**config.mk**
```make
export PLATFORM = sky130hd
export DESIGN_NAME = fnms_iou_pipe
export DESIGN_NICKNAME = d
export VERILOG_FILES = /design/src/sv/fnms_pkg.sv /design/src/sv/fnms_iou_pipe.sv
export SDC_FILE = /design/constraint.sdc
export NUM_CORES = 2
export LEC_CHECK = 0
export BUFFER_PORTS_ARGS = -buffer_cell sky130_fd_sc_hd__buf_2
export CAP_MARGIN = 20
export CORE_MARGIN = 5
export CORE_UTILIZATION = 50
export CTS_BUF_LIST = sky130_fd_sc_hd__clkbuf_16
export DETAILED_ROUTE_END_ITERATION = 10
export GPL_TIMING_DRIVEN = 0
export PLACE_DENSITY_LB_ADDON = 0.05
export SYNTH_ARGS = -nofsm -noshare
export SYNTH_HDL_FRONTEND = slang
export SYNTH_SLANG_ARGS = --single-unit
```
**constraint.sdc**
```tcl
create_clock -name clk_i -period 15.2 [get_ports clk_i]
set_input_delay 1.52 -clock clk_i [delete_from_list [all_inputs] [get_ports clk_i]]
set_output_delay 1.52 -clock clk_i [all_outputs]
set_load 0.005 [all_outputs]
```
**src/sv/fnms_pkg.sv**
```systemverilog
// Shared types, constants and helper functions of the fast NMS IoU suppression block.
package fnms_pkg;

  localparam int unsigned COORD_W = 16;
  localparam int unsigned THR_W   = 8;
  localparam int unsigned CAP_W   = 11;
  localparam int unsigned POS_W   = 10;
  localparam int unsigned IDX_W   = 2;
  localparam int unsigned AREA_W  = 2 * COORD_W;
  localparam int unsigned UNI_W   = AREA_W + 3;
  localparam int unsigned PROD_W  = THR_W + UNI_W - 1;

  localparam logic [IDX_W-1:0] CFG_IOU_THRESHOLD = 2'd0;
  localparam logic [IDX_W-1:0] CFG_MAX_KEPT      = 2'd1;

  localparam logic [THR_W-1:0] THR_RESET = 8'd128;
  localparam logic [CAP_W-1:0] CAP_RESET = 11'd300;

  typedef struct packed {
    logic signed [COORD_W-1:0] bottom;
    logic signed [COORD_W-1:0] right;
    logic signed [COORD_W-1:0] top;
    logic signed [COORD_W-1:0] left;
  } box_t;

  typedef struct packed {
    logic busy;
    logic hit;
  } pipe_stat_t;

  typedef enum logic [2:0] {
    ST_IDLE,
    ST_AREA,
    ST_SCAN,
    ST_DRAIN,
    ST_DONE
  } seq_state_e;

  // Length of the span from lo to hi, zero when the span is negative.
  function automatic logic [COORD_W-1:0] span_len(input logic signed [COORD_W-1:0] hi,
                                                   input logic signed [COORD_W-1:0] lo);
    logic [COORD_W:0] d;
    d = {hi[COORD_W-1], hi} - {lo[COORD_W-1], lo};
    return d[COORD_W] ? '0 : d[COORD_W-1:0];
  endfunction

  function automatic logic signed [COORD_W-1:0] smin(input logic signed [COORD_W-1:0] a,
                                                      input logic signed [COORD_W-1:0] b);
    return (a < b) ? a : b;
  endfunction

  function automatic logic signed [COORD_W-1:0] smax(input logic signed [COORD_W-1:0] a,
                                                      input logic signed [COORD_W-1:0] b);
    return (a > b) ? a : b;
  endfunction

endpackage

```
**src/sv/fnms_iou_pipe.sv**
```systemverilog
// Five-stage IoU test of the current box against one stored box per cycle.
module fnms_iou_pipe (
  input  logic                         clk_i,
  input  logic                         rst_ni,
  input  logic                         issue_i,
  input  fnms_pkg::box_t               entry_i,
  input  fnms_pkg::box_t               box_i,
  input  logic [fnms_pkg::AREA_W-1:0]  area_i,
  input  logic [fnms_pkg::THR_W-1:0]   thr_i,
  output fnms_pkg::pipe_stat_t         stat_o
);
  import fnms_pkg::*;

  logic                       v0_q, va_q, vb_q, vc_q, vd_q;
  logic [COORD_W-1:0]         w_q, h_q, ew_q, eh_q;
  logic [AREA_W-1:0]          inter_q, earea_q, inter_c_q;
  logic signed [UNI_W-1:0]    uni_q;
  logic [PROD_W-1:0]          prod_q;
  logic [AREA_W+7:0]          lhs_q;
  logic                       pos_q;

  always_ff @(posedge clk_i or negedge rst_ni) begin
    if (!rst_ni) begin
      v0_q <= 1'b0;
      va_q <= 1'b0;
      vb_q <= 1'b0;
      vc_q <= 1'b0;
      vd_q <= 1'b0;
    end else begin
      v0_q <= issue_i;
      va_q <= v0_q;
      vb_q <= va_q;
      vc_q <= vb_q;
      vd_q <= vc_q;
    end
  end

  always_ff @(posedge clk_i) begin
    w_q       <= span_len(smin(box_i.right, entry_i.right), smax(box_i.left, entry_i.left));
    h_q       <= span_len(smin(box_i.bottom, entry_i.bottom), smax(box_i.top, entry_i.top));
    ew_q      <= span_len(entry_i.right, entry_i.left);
    eh_q      <= span_len(entry_i.bottom, entry_i.top);
    inter_q   <= w_q * h_q;
    earea_q   <= ew_q * eh_q;
    uni_q     <= UNI_W'(area_i) + UNI_W'(earea_q) - UNI_W'(inter_q);
    inter_c_q <= inter_q;
    pos_q     <= (uni_q > 0);
    prod_q    <= thr_i * uni_q[UNI_W-2:0];
    lhs_q     <= {inter_c_q, 8'd0};
  end

  assign stat_o.busy = v0_q | va_q | vb_q | vc_q | vd_q;
  assign stat_o.hit  = vd_q & pos_q & (PROD_W'(lhs_q) >= prod_q);

endmodule

```
==> Word level (Yosys, flattened, before mapping) <==
Index checks and enable logic that the tools add are counted.
{ "op_classes": {"magnitude_cmp": 6, "n_bitwise": 6, "n_eq_ne": 0, "n_mux": 4, "reduce_logical": 0, "shift": 0, "div_mod_pow": 0, "n_addsub": 6, "multipliers": 3} }
{ "ops": {"columns": ["operator", "n"], "rows": [
  ["subtractor 16 x 16 -> 17 bit", 4],
  ["multiplier 16 x 16 -> 32 bit", 2],
  ["2-to-1 mux 16 bit", 4],
  [">= comparator 40 x 42 -> 1 bit", 1],
  ["multiplier 8 x 34 -> 42 bit", 1],
  ["> comparator 34 x 1 -> 1 bit, second input constant", 1],
  ["subtractor 33 x 32 -> 34 bit", 1],
  ["adder 32 x 32 -> 33 bit", 1],
  ["> comparator 16 bit", 2],
  ["< comparator 16 bit", 2],
  ["bitwise OR 1 bit", 4],
  ["AND 1 bit", 2]
]} }
{ "word_totals": {"mem_count": 0, "input_bits": 171, "wordCells": 41, "output_inout_bits": 2, "mem_bits_ro": 0, "register_bits": 274, "latch_bits": 0, "mem_bits_rw": 0} }

==> Longest topological paths before layout <==
{ "logic_depth": {"ltp_word": 4, "depth_mapped": 24, "depth_no_buf": 22} }

==> Least setup slack after synthesis <==
No wires, ideal clock.
{ "synth_timing": {"path_kind": "input to register", "start": "input thr_i[2] (netlist bit)", "end": "register prod_q[29]", "setup_time_ps": 126, "t_required_ps": 15074, "stages": 21, "arrival_ps": 5818, "setup_slack_ps": 9256, "n_path_buf": 2, "path_cell_list": "clkbuf_1 > and2_1 > fa_1 > inv_1 > fa_1 > inv_1 > fa_1 > inv_1 > fa_1 > inv_1 > ha_1 > clkbuf_1 > a21o_1 > a21oi_1 > o21ai_1 > o211ai_1 > a21boi_2 > o21ai_2 > a221o_1 > a21o_1 > xor2_1"} }
{ "synth_via": {"elab_chain_len": 1} }
{ "synth_rtl": {"columns": ["element", "line", "text"], "rows": [
  ["from (decl)", "fnms_iou_pipe.sv:9", "input logic [fnms_pkg::THR_W-1:0] thr_i,"],
  ["multiplier 8 x 34 -> 42 bit", "fnms_iou_pipe.sv:48", "prod_q <= thr_i * uni_q[UNI_W-2:0];"],
  ["to (signal assigned)", "fnms_iou_pipe.sv:48", null],
  ["to (decl)", "fnms_iou_pipe.sv:18", "logic [PROD_W-1:0] prod_q;"]
]} }
No other way between the ends.
A chain may end at the register's enable or synchronous reset.

==> Final worst setup path <==
{ "layout_timing": {"start": "register ew_q[9]", "end": "register earea_q[31]"} }
{ "layout_via": {"elab_chain_len": 1} }
{ "layout_rtl": {"columns": ["element", "line", "text"], "rows": [
  ["from (decl)", "fnms_iou_pipe.sv:15", "logic [COORD_W-1:0] w_q, h_q, ew_q, eh_q;"],
  ["from (signal assigned)", "fnms_iou_pipe.sv:41", "ew_q <= span_len(entry_i.right, entry_i.left);"],
  ["multiplier 16 x 16 -> 32 bit", "fnms_iou_pipe.sv:44", "earea_q <= ew_q * eh_q;"],
  ["to (signal assigned)", "fnms_iou_pipe.sv:44", null],
  ["to (decl)", "fnms_iou_pipe.sv:16", "logic [AREA_W-1:0] inter_q, earea_q, inter_c_q;"]
]} }
No other way between the ends.

==> results.py <==
metrics = {
    "critical_path": {
        "cp.arrival_ns": 7.67,
        "crit_type": "reg2reg",
        "reg2regPathDepth": 21,
        "r2r_setup_slack_ns": 7.95,
        "required_ns": 15.61,
        "critPathCaptureType": "flop",
        "cp_max_fo": 10,
        "reg2reg_to": "earea_q[31]",
        "crit-reg2reg-launch": "ew_q[9]",
        "start_kind": "flop",
    },
    "global_routing": {
        "grt_overflow": 0,
        "antenna_found_initial": 1,
        "grtUsageMet2_pct": 44.0,
        "grt_max_degree": 16,
        "grt_pass1_wl_mm": 170,
        "track_usage_pct": 24.9,
        "grt-busiest-layer": "met2",
        "grt_pass1_vias": 30800,
        "grt_use_met3_pct": 2.81,
        "met1_usage_pct": 33.2,
    },
    "sta": {
        "finalCritPeriodShare_pct": 47.7,
        "layout_min_cycle_time_ns": 7.25,
        "clock_skew_ns": 0.0108,
        "setup_violations": 0,
        "fmax_mhz": 138,
        "slew-limit-headroom_pct": 43.7,
        "final_hold_viol_count": 0,
        "slew_viol_final": 0,
        "setup_tns_ns": 0,
        "rsz0062_at_grt": "no",
        "tightest_slew_ns": 0.837,
    },
    "clock_tree": {
        "cts-hold-fix-buffers": 0,
        "worstSkewPairLatency_ns": 0.58,
        "cts_tree": "done",
        "cts_max_level": 1,
        "cts_buffers": 31,
        "cts-root-buf": "clkbuf_16",
        "clk_pin_slew_ns": 0.06,
        "cts_setup_buffers": 0,
        "cts_buffer_depth": 3,
        "cts_resized": 0,
        "clock_sinks": 274,
    },
    "detailed_routing": {
        "firstDrtPassIters": 5,
        "drc": 0,
        "drtIter0Drc": 1294,
        "viasPerCell": 5.09,
        "postRouteAntennaNets": 0,
        "wirelength_mm": 104,
        "via_count": 29000,
        "wire_per_inst_um": 18.3,
    },
    "die": {
        "die_h_um": 292,
        "num_rows": 103,
        "die_area_mm2": 0.0850,
        "core-area_mm2": 0.0789,
        "pin_count": 173,
        "start_util_pct": 50.3,
        "die_w_um": 292,
    },
    "run_status": {
        "status": "finished, final reports clean",
    },
    "cells_and_area": {
        "n_fill_cell": 7560,
        "multiInputGateArea_mm2": 0.0302,
        "finalNetCount": 5865,
        "area_delta_synth_final_pct": 8.03,
        "drive_gt1_share_pct": 6.16,
        "finish.utilization_pct": 54.3,
        "seqCellArea_mm2": 0.00551,
    },
    "min_path": {
        "hold_path.class": "reg2reg",
        "hold_end": "lhs_q[21]",
        "hold_start": "inter_c_q[13]",
        "hold_depth": 0,
    },
    "synth": {
        "ys_seq_elements": 274,
        "synth_area_per_cell_um2": 8.99,
        "yosysTopAreaCellShare_pct": 31.1,
        "synth_warnings": 0,
        "ys_async_sr_fraction_pct": 1.82,
        "synth_area_leaders": "fa_1 31%, ha_1 15%, dfxtp_1 14%, inv_1 8.5%, and2_1 6.4%",
        "ys_seq_area_share_pct": 13.9,
        "syn_inst": 4412,
        "synth_edf_count": 0,
        "syn_nets": 5660,
        "yosys-top-cells-count": "896 x inv_1, 616 x fa_1, 472 x nand2_1",
        "synth_top_cell_by_area": "fa_1",
        "yosysUniqueCellTypes": 84,
        "netlist_area_mm2": 0.0396,
        "yosysMostFrequentCell": "inv_1",
        "synth_ff_type": "dfxtp_1",
    },
    "job": {
        "drv_cap": 0,
    },
    "place": {
        "io_buffers": 172,
        "dp_hpwl_mm": 89.0,
        "gp_congestion": 0.927,
    },
}
worst max-delay path by stage:
stage	from	end	slack, ns	cells after the start
2_1_floorplan	thr_i[2]	prod_q[29]	9.26	21
3_3_place_gp	ew_q[11]	earea_q[31]	7.90	21
3_5_place_dp	ew_q[11]	earea_q[31]	7.91	21
4_1_cts	ew_q[11]	earea_q[31]	7.89	21
5_1_grt	eh_q[2]	earea_q[31]	7.58	21
6_report	ew_q[9]	earea_q[31]	7.95	21
critical path, stage by stage (launching register included):
cell and delay (ns):
dfxtp_1 0.59, clkbuf_1 0.52, nand2_1 0.15, fa_1 0.51, fa_1 0.46, fa_1 0.59
inv_1 0.07, fa_1 0.51, fa_1 0.49, inv_1 0.05, fa_1 0.48, inv_1 0.04
ha_1 0.35, nand2_1 0.06, o21ai_0 0.28, nor3_1 0.08, a21oi_1 0.51, o2bb2ai_1 0.23
o2111ai_1 0.14, a22oi_1 0.32, a221oi_1 0.16, xnor2_1 0.48
sequential cells by signal, summed over array words and instances (netlist names), 16 cells and up:
signal	flops
eh_q	16
prod_q	42
inter_c_q	32
h_q	16
lhs_q	32
earea_q	32
w_q	16
uni_q	34
inter_q	32
ew_q	16
cell type report:
cell class | instances | area share [%]
antenna | 4 | 0.0234
buffer | 132 | 1.24
clock buffer | 31 | 1.81
clock inverter | 25 | 0.523
inverter | 896 | 7.85
multi-input combinational | 3110 | 70.6
sequential | 274 | 12.9
tap | 1050 | 3.07
timing repair buffer | 172 | 2.01
metal layers:
metal | wire length, um | up-vias
li1 | - | 14200
met1 | 45900 | 14000
met2 | 51100 | 656
met3 | 4840 | 124
met4 | 2500 | 0
met5 | 0 | -
kinds of logic (layout without fill, tap and decap cells):
family | Yosys count | count (layout) | share of synthesized area, %
compound gates | 547 | 547 | 9.42
buf+inv | 1028 | 1256 | 9.82
fa+ha+maj | 1077 | 1077 | 45.7
simple gates | 1257 | 1257 | 15.8
other cells | 0 | 4 | 0
mux | 71 | 71 | 1.90
xor+xnor | 158 | 158 | 3.49
flops | 274 | 274 | 13.9
metrics by stage:
stage	hold slack (ns)	setup slack (ns)	instance area [um^2]	std cells
global route	0.328	7.58	42800	5690
finish	0.324	7.95	42800	5694
CTS	0.325	7.89	42800	5690
global placement	0.310	7.90	41800	5634
detailed placement	0.312	7.91	41800	5634
floorplan	0.310	9.26	39600	4412
placed cells by master (no fill, tap or decap), types with 35 or more instances in the layout:
| cell type | count |
|---|---|
| fa_1 | 616 |
| nand2_1 | 472 |
| o21ai_0 | 59 |
| nand3_1 | 35 |
| ha_1 | 461 |
| mux2i_1 | 36 |
| xnor2_1 | 108 |
| buf_2 | 177 |
| nor2_1 | 147 |
| clkbuf_1 | 116 |
| dfxtp_1 | 269 |
| nor2b_1 | 36 |
| a21o_1 | 100 |
| and2_1 | 404 |
| a21oi_1 | 171 |
| nor3_1 | 41 |
| xor2_1 | 50 |
| inv_1 | 899 |
Power is left out: the tool's default activity adds up to more than one toggle a clock period on the data nets, which glitch-free logic cannot reach.
